### src/dbec_pkg.sv
package dbec_pkg;

    localparam int NCHAN    = 6;
    localparam int PIN_W    = 6;
    localparam int TIME_W   = 32;
    localparam int CNT_W    = 8;
    localparam int CODE_W   = 2;
    localparam int CFG_IDX_W = 8;
    localparam int CFG_W    = 8;
    localparam int S_DATA_W = 40;
    localparam int M_DATA_W = 80;

    localparam int RELAY1_CH = 2;
    localparam int RELAY2_CH = 3;

    localparam logic [CNT_W-1:0] DEBOUNCE_RESET = 8'd30;
    localparam logic [CNT_W-1:0] INTERVAL_RESET = 8'd100;

    localparam logic [CFG_IDX_W-1:0] REG_DEBOUNCE = 8'd0;
    localparam logic [CFG_IDX_W-1:0] REG_INTERVAL = 8'd1;

    typedef logic [CODE_W-1:0] t_code;

    localparam t_code CODE_IDLE = 2'd0;
    localparam t_code CODE_HELD = 2'd1;
    localparam t_code CODE_RISE = 2'd2;
    localparam t_code CODE_REL  = 2'd3;

    typedef enum logic [3:0] {
        PH_IDLE     = 4'b0001,
        PH_DEBOUNCE = 4'b0010,
        PH_RISING   = 4'b0100,
        PH_PRESSED  = 4'b1000
    } t_phase;

    typedef struct packed {
        logic             accept;
        logic             eval;
        logic [CNT_W-1:0] reload;
    } t_lane_ctl;

endpackage

### src/six_input_debounce_edge_capture.sv
// Six-input debounce with relay edge time capture.
// The slave stream takes one word per 10 ms tick: tdata carries the six
// active-low pin levels and the current seconds count. Every tick counts the
// channel timers and the sample-interval timer down; when the interval timer
// reaches zero all six channels are evaluated and one result word is sent on
// the master stream with six 2-bit codes and the two relay start times.
// Other ticks produce no word.
// A tick is accepted while the skid register is empty, so the block sustains
// one word per cycle unless the receiver stalls. The six channel machines work
// side by side, and a result word is registered when its tick is accepted.
// When the receiver stalls, one further result is held in a skid register
// and tready drops only while that register is full.
// After reset all channels are idle, all timers are zero, the start times
// are zero and the registers hold 30 and 100, so the first tick evaluates.
// The configuration channel is always ready; index 0 sets the debounce
// reload and index 1 sets the sample interval. Other indexes are ignored.
module six_input_debounce_edge_capture (
    input  logic                                i_clk,
    input  logic                                i_rst_n,
    input  logic                                i_s_tvalid,
    output logic                                o_s_tready,
    // [5:0] pin_levels, [37:6] time_now, [39:38] zero
    input  logic [dbec_pkg::S_DATA_W-1:0]       i_s_tdata,
    output logic                                o_m_tvalid,
    input  logic                                i_m_tready,
    // [1:0] cap1_code, [3:2] cap2_code, [5:4] relay1_code, [7:6] relay2_code,
    // [9:8] fail1_code, [11:10] fail2_code, [43:12] relay1_start,
    // [75:44] relay2_start, [79:76] zero
    output logic [dbec_pkg::M_DATA_W-1:0]       o_m_tdata,
    input  logic                                i_cfg_valid,
    output logic                                o_cfg_ready,
    input  logic [dbec_pkg::CFG_IDX_W-1:0]      i_cfg_index,
    input  logic [dbec_pkg::CFG_W-1:0]          i_cfg_data
);
    import dbec_pkg::*;

    logic [CNT_W-1:0]    r_debounce_ticks;
    logic [CNT_W-1:0]    r_sample_interval;
    logic [CNT_W-1:0]    r_interval;
    logic [CNT_W-1:0]    interval_dec;
    logic                accept;
    logic                eval;
    logic                push;
    logic                take;
    t_lane_ctl           ctl;
    t_code               codes [NCHAN];
    logic [PIN_W-1:0]    pins;
    logic [TIME_W-1:0]   time_now;
    logic [M_DATA_W-1:0] word;
    logic                r_out_valid;
    logic [M_DATA_W-1:0] r_out_data;
    logic                r_skid_valid;
    logic [M_DATA_W-1:0] r_skid_data;

    assign pins     = i_s_tdata[PIN_W-1:0];
    assign time_now = i_s_tdata[PIN_W+TIME_W-1:PIN_W];

    assign o_s_tready = !r_skid_valid;
    assign accept     = i_s_tvalid && o_s_tready;
    assign interval_dec = (r_interval != '0) ? r_interval - CNT_W'(1) : r_interval;
    assign eval       = (interval_dec == '0);
    assign push       = accept && eval;

    assign ctl.accept = accept;
    assign ctl.eval   = eval;
    assign ctl.reload = r_debounce_ticks;

    genvar g;
    generate
        for (g = 0; g < NCHAN; g++) begin : g_lane
            dbec_lane u_lane (
                .i_clk    (i_clk),
                .i_rst_n  (i_rst_n),
                .i_ctl    (ctl),
                .i_active (!pins[g]),
                .o_code   (codes[g])
            );
        end
    endgenerate

    dbec_merge u_merge (
        .i_clk   (i_clk),
        .i_rst_n (i_rst_n),
        .i_ctl   (ctl),
        .i_codes (codes),
        .i_time  (time_now),
        .o_word  (word)
    );

    assign o_cfg_ready = 1'b1;

    always_ff @(posedge i_clk) begin
        if (!i_rst_n) begin
            r_debounce_ticks  <= DEBOUNCE_RESET;
            r_sample_interval <= INTERVAL_RESET;
        end else if (i_cfg_valid && o_cfg_ready) begin
            case (i_cfg_index)
                REG_DEBOUNCE: r_debounce_ticks  <= i_cfg_data;
                REG_INTERVAL: r_sample_interval <= i_cfg_data;
                default: begin
                end
            endcase
        end
    end

    always_ff @(posedge i_clk) begin
        if (!i_rst_n) begin
            r_interval <= '0;
        end else if (accept) begin
            r_interval <= eval ? r_sample_interval : interval_dec;
        end
    end

    assign take       = r_out_valid && i_m_tready;
    assign o_m_tvalid = r_out_valid;
    assign o_m_tdata  = r_out_data;

    always_ff @(posedge i_clk) begin
        if (!i_rst_n) begin
            r_out_valid  <= 1'b0;
            r_skid_valid <= 1'b0;
        end else if (!r_out_valid || take) begin
            if (r_skid_valid) begin
                r_out_valid  <= 1'b1;
                r_skid_valid <= 1'b0;
            end else begin
                r_out_valid  <= push;
            end
        end else if (push) begin
            r_skid_valid <= 1'b1;
        end
    end

    always_ff @(posedge i_clk) begin
        if (!r_out_valid || take) begin
            if (r_skid_valid) begin
                r_out_data <= r_skid_data;
            end else if (push) begin
                r_out_data <= word;
            end
        end else if (push) begin
            r_skid_data <= word;
        end
    end

    a_skid_implies_out: assert property (@(posedge i_clk) disable iff (!i_rst_n)
        r_skid_valid |-> r_out_valid)
        else $error("skid register full while output register empty");

    a_interval_reload: assert property (@(posedge i_clk) disable iff (!i_rst_n)
        (accept && eval) |=> (r_interval == $past(r_sample_interval)))
        else $error("interval timer not reloaded after evaluation");

    a_result_shown: assert property (@(posedge i_clk) disable iff (!i_rst_n)
        (push && !r_out_valid) |=> o_m_tvalid)
        else $error("result of an evaluated tick not presented");

endmodule

### src/dbec_lane.sv
module dbec_lane (
    input  logic                i_clk,
    input  logic                i_rst_n,
    input  dbec_pkg::t_lane_ctl i_ctl,
    input  logic                i_active,
    output dbec_pkg::t_code     o_code
);
    import dbec_pkg::*;

    t_phase           r_phase;
    t_phase           n_phase;
    logic [CNT_W-1:0] r_cd;
    logic [CNT_W-1:0] n_cd;
    logic [CNT_W-1:0] cd_dec;
    logic             tz;

    assign cd_dec = (r_cd != '0) ? r_cd - CNT_W'(1) : r_cd;
    assign tz     = (cd_dec == '0);

    always_comb begin
        n_phase = r_phase;
        n_cd    = cd_dec;
        o_code  = CODE_IDLE;
        if (i_ctl.eval) begin
            case (r_phase)
                PH_IDLE: begin
                    if (i_active) begin
                        n_phase = PH_DEBOUNCE;
                        n_cd    = i_ctl.reload;
                    end
                end
                PH_DEBOUNCE: begin
                    if (i_active && tz) begin
                        n_phase = PH_RISING;
                        n_cd    = i_ctl.reload;
                    end
                end
                PH_RISING: begin
                    if (i_active && tz) begin
                        n_phase = PH_PRESSED;
                        o_code  = CODE_RISE;
                    end else if (!i_active) begin
                        n_phase = PH_IDLE;
                        o_code  = CODE_REL;
                    end
                end
                PH_PRESSED: begin
                    if (i_active && tz) begin
                        o_code  = CODE_HELD;
                    end else if (!i_active) begin
                        n_phase = PH_IDLE;
                        o_code  = CODE_REL;
                    end
                end
                default: begin
                    n_phase = PH_IDLE;
                end
            endcase
        end
    end

    always_ff @(posedge i_clk) begin
        if (!i_rst_n) begin
            r_phase <= PH_IDLE;
            r_cd    <= '0;
        end else if (i_ctl.accept) begin
            r_phase <= n_phase;
            r_cd    <= n_cd;
        end
    end

endmodule

### src/dbec_merge.sv
module dbec_merge (
    input  logic                                i_clk,
    input  logic                                i_rst_n,
    input  dbec_pkg::t_lane_ctl                 i_ctl,
    input  dbec_pkg::t_code                     i_codes [dbec_pkg::NCHAN],
    input  logic [dbec_pkg::TIME_W-1:0]         i_time,
    output logic [dbec_pkg::M_DATA_W-1:0]       o_word
);
    import dbec_pkg::*;

    logic [TIME_W-1:0] r_relay1_start;
    logic [TIME_W-1:0] r_relay2_start;
    logic [TIME_W-1:0] n_relay1_start;
    logic [TIME_W-1:0] n_relay2_start;

    assign n_relay1_start = (i_ctl.eval && i_codes[RELAY1_CH] == CODE_RISE) ?
                            i_time : r_relay1_start;
    assign n_relay2_start = (i_ctl.eval && i_codes[RELAY2_CH] == CODE_RISE) ?
                            i_time : r_relay2_start;

    assign o_word = {4'b0000, n_relay2_start, n_relay1_start,
                     i_codes[5], i_codes[4], i_codes[3],
                     i_codes[2], i_codes[1], i_codes[0]};

    always_ff @(posedge i_clk) begin
        if (!i_rst_n) begin
            r_relay1_start <= '0;
            r_relay2_start <= '0;
        end else if (i_ctl.accept) begin
            r_relay1_start <= n_relay1_start;
            r_relay2_start <= n_relay2_start;
        end
    end

endmodule
### config.mk
export PLATFORM = sky130hd
export DESIGN_NAME = six_input_debounce_edge_capture
export DESIGN_NICKNAME = d
export VERILOG_FILES = /design/src/dbec_pkg.sv /design/src/six_input_debounce_edge_capture.sv /design/src/dbec_lane.sv /design/src/dbec_merge.sv
export SDC_FILE = /design/constraint.sdc
export NUM_CORES = 1
export LEC_CHECK = 0
export ABC_CLOCK_PERIOD_IN_PS = 7710
export BUFFER_PORTS_ARGS = -buffer_cell sky130_fd_sc_hd__buf_2
export CAP_MARGIN = 5
export CORE_AREA = 10 10 202 204
export DETAILED_ROUTE_END_ITERATION = 16
export DIE_AREA = 0 0 212 214
export GPL_TIMING_DRIVEN = 1
export HOLD_SLACK_MARGIN = 0.05
export PLACE_DENSITY = 0.7
export SYNTH_ARGS = -nofsm -noshare
export SYNTH_HDL_FRONTEND = slang
export SYNTH_SLANG_ARGS = --single-unit
### constraint.sdc
create_clock -name i_clk -period 7.71 [get_ports i_clk]
set_input_delay 0 -clock i_clk [delete_from_list [all_inputs] [get_ports i_clk]]
set_output_delay 0 -clock i_clk [all_outputs]
set_load 0.01 [all_outputs]
==> results.ini <==
[run_status]
status=completed

[min_path]
min_path_type=input port to register

[setup_path]
cp_cell_sequence=inv_1, ha_1, or4b_1, a2111o_1, nor4_1, and2_1, nand3_2, mux2_1, mux2_2
cp.arrival_ns=4.86
path_buf_inv=1
critPathMaxFanout=32
path_delay_family=simple AND/OR/NAND/NOR gates
cp.required_ns=8.00
crit_slowest_cell=nand3_2
cp-end-kind=register
startpoint_type=register
slowest_delay_ns=0.87
crit_type=register to register

[cts]
cts_tree=yes
root_buffer=clkbuf_16
clk_pin_slew_worst_paths_ns=0.06
htree_levels=2
clock_sinks=314
ctsResizeCount=0
clk_path_buf_depth=3
cts_setup_buffers=0
cts_buffers=36
hold_buffers=58
clk_latency_ns=0.53

[route]
viasPerCell=5.93
vias=13300
ant_nets=0
wl_per_cell_um=19.1
post-route-drc-count=0
drtPass1Iterations=5
drtIter0Drc=1028
wl_um=42800

[timing]
skew_ns=0.0158
timing.setup.tns_ns=0
rsz0062_at_grt=false
maxSlewViolCount=0
hold_violations=0
period_needed_ns=4.57
setup_violations=0
worst_slack_ns=3.14
slew_headroom=0.307
max_slew.worst_pin.slew_ns=1.04
fmax_mhz=219
post-route-period-util=0.593

[die]
die_h_um=214
pin_count=144
core_area_sq_um=37000
rows=71
dieWidth_um=212
dieArea_sq_um=45400
start_util=0.439

[synth]
synth.avg_cell_area_sq_um=10.2
ys_ff_latch=314
synth_edf_count=152
netlist_instances=1601
syn-cell-area_sq_um=16300
yosysUniqueCellTypes=86
ys.warnings.count=0
ys_top_cells_by_count=174 x nor2_1, 162 x dfxtp_1, 152 x edfxtp_1, 105 x nand2_1, 92 x clkbuf_1
netlist.area_leader.share=0.281
synth.most_common_cell=nor2_1
ys_seq_area_frac=0.480
synth_flop_cell=dfxtp_1
synthArstFlopShare=0
synth_area_leaders=edfxtp_1 28%, dfxtp_1 20%, mux2_2 6.1%, mux2i_1 5.6%, nor2_1 4.0%
yosysTopAreaCell=edfxtp_1

[cells_and_area]
final_util=0.511
layout-drive-gt1-share=0.200
instances_no_fill=2238
syn_to_final_growth_pct=16.3
layout.nets=1805
num-fill-cells=3256

[placed_design]
io_buffers=136
dp_hpwl_um=26800
placed_cells=2114
pre_cts_ws_ns=3.14
gp_congestion=0.895

[global_route]
antenna_found_initial=0
grt_use_total=0.180
grt.overflow.total=0
grt_max_degree=71
grt_pass1_wl_um=67800
first_global_vias=12800

[pwr]
ir_drop_mv=0.200
p_total_uw=6240
p_leak_uw=0.00740
power_density_nw_per_um2=329

[run]
maxCapViolCount=0

worst register-to-register path, delay by kind of cell, from the launching register on:
kind	cells	cell delay (ns)
flops	1	0.38
mux	2	0.98
fa+ha+maj	1	0.26
buf+inv	1	0.15
compound gates	1	0.43
simple gates	4	2.15
worst paths after layout:
| path | from | to | slack [ns] | depth (start not counted) |
|---|---|---|---|---|
| max | g_lane[2].u_lane.r_cd[0] | o_m_tdata[30] | 3.14 | 9 |
| min | i_cfg_index[4] | r_debounce_ticks[5] | 0.12 | 6 |
| max reg2reg | g_lane[2].u_lane.r_cd[0] | o_m_tdata[30] | 3.14 | 9 |
| min reg2reg | r_sample_interval[1] | r_interval[1] | 0.46 | 2 |
final cells by class:
class / instances / area [sq um] / share of cell area
clock inverter: 15 / 139 / 0.00734
antenna: 1 / 2.50 / 0.000132
timing repair buffer: 214 / 1410 / 0.0746
multi-input combinational: 1142 / 7890 / 0.417
inverter: 28 / 108 / 0.00569
sequential: 314 / 7810 / 0.413
tap: 474 / 593 / 0.0313
clock buffer: 50 / 973 / 0.0514
kinds of logic (layout without fill, tap and decap cells):
kind of cell,Yosys count,count (layout),share of synthesized area
multiplexers,225,225,0.156
buffers and inverters,148,307,0.0378
other,2,6,0.000462
AND/OR/NAND/NOR,535,535,0.164
XOR/XNOR,22,22,0.0118
AO/OA/AOI/OAI,347,347,0.144
adder cells (fa/ha/maj),8,8,0.00615
flip-flops,314,314,0.480
where the power goes:
part	total (uW)	leakage [uW]	switching, uW	internal [uW]
combinational	2440	0.00409	1480	959
sequential	2170	0.00277	241	1930
clock	1620	0.000547	691	929
flip-flops by register name, summed over array words and instances, names as in the netlist:
| signal | cells |
|---|---|
| r_interval | 8 |
| r_skid_valid | 1 |
| o_m_tdata | 76 |
| r_debounce_ticks | 8 |
| g_lane.u_lane.r_phase | 24 |
| r_sample_interval | 8 |
| g_lane.u_lane.r_cd | 48 |
| r_skid_data | 76 |
| u_merge.r_relay1_start | 32 |
| o_m_tvalid | 1 |
| u_merge.r_relay2_start | 32 |
stage by stage:
stage	area (sq um)	hold slack (ns)
after floorplan	16300	0.125
after global placement	17200	0.232
after detailed placement	17200	0.235
after CTS	18900	0.103
after global routing	18900	0.140
final	18900	0.123
placed cells by master, fill, tap and decap left out, drive strengths merged, types with 34 or more instances in the layout:
cell type      n
o21ai         66
nand2        105
a21oi         77
dfxtp        162
buf          156
clkbuf        50
edfxtp       152
mux2         134
nor2         174
nand3         34
mux2i         91
nor3          58
dlygate4sd3   58
metal layers:
layer	part of all wire	GRT usage	up-vias	wire length [um]
met4	0.030	0.0635	0	1290
met5	0	0	-	0
met3	0.068	0.0305	100	2930
li1	-	-	6259	-
met2	0.47	0.296	506	19900
met1	0.44	0.232	6404	18700
(Power assumes the default switching activity.)
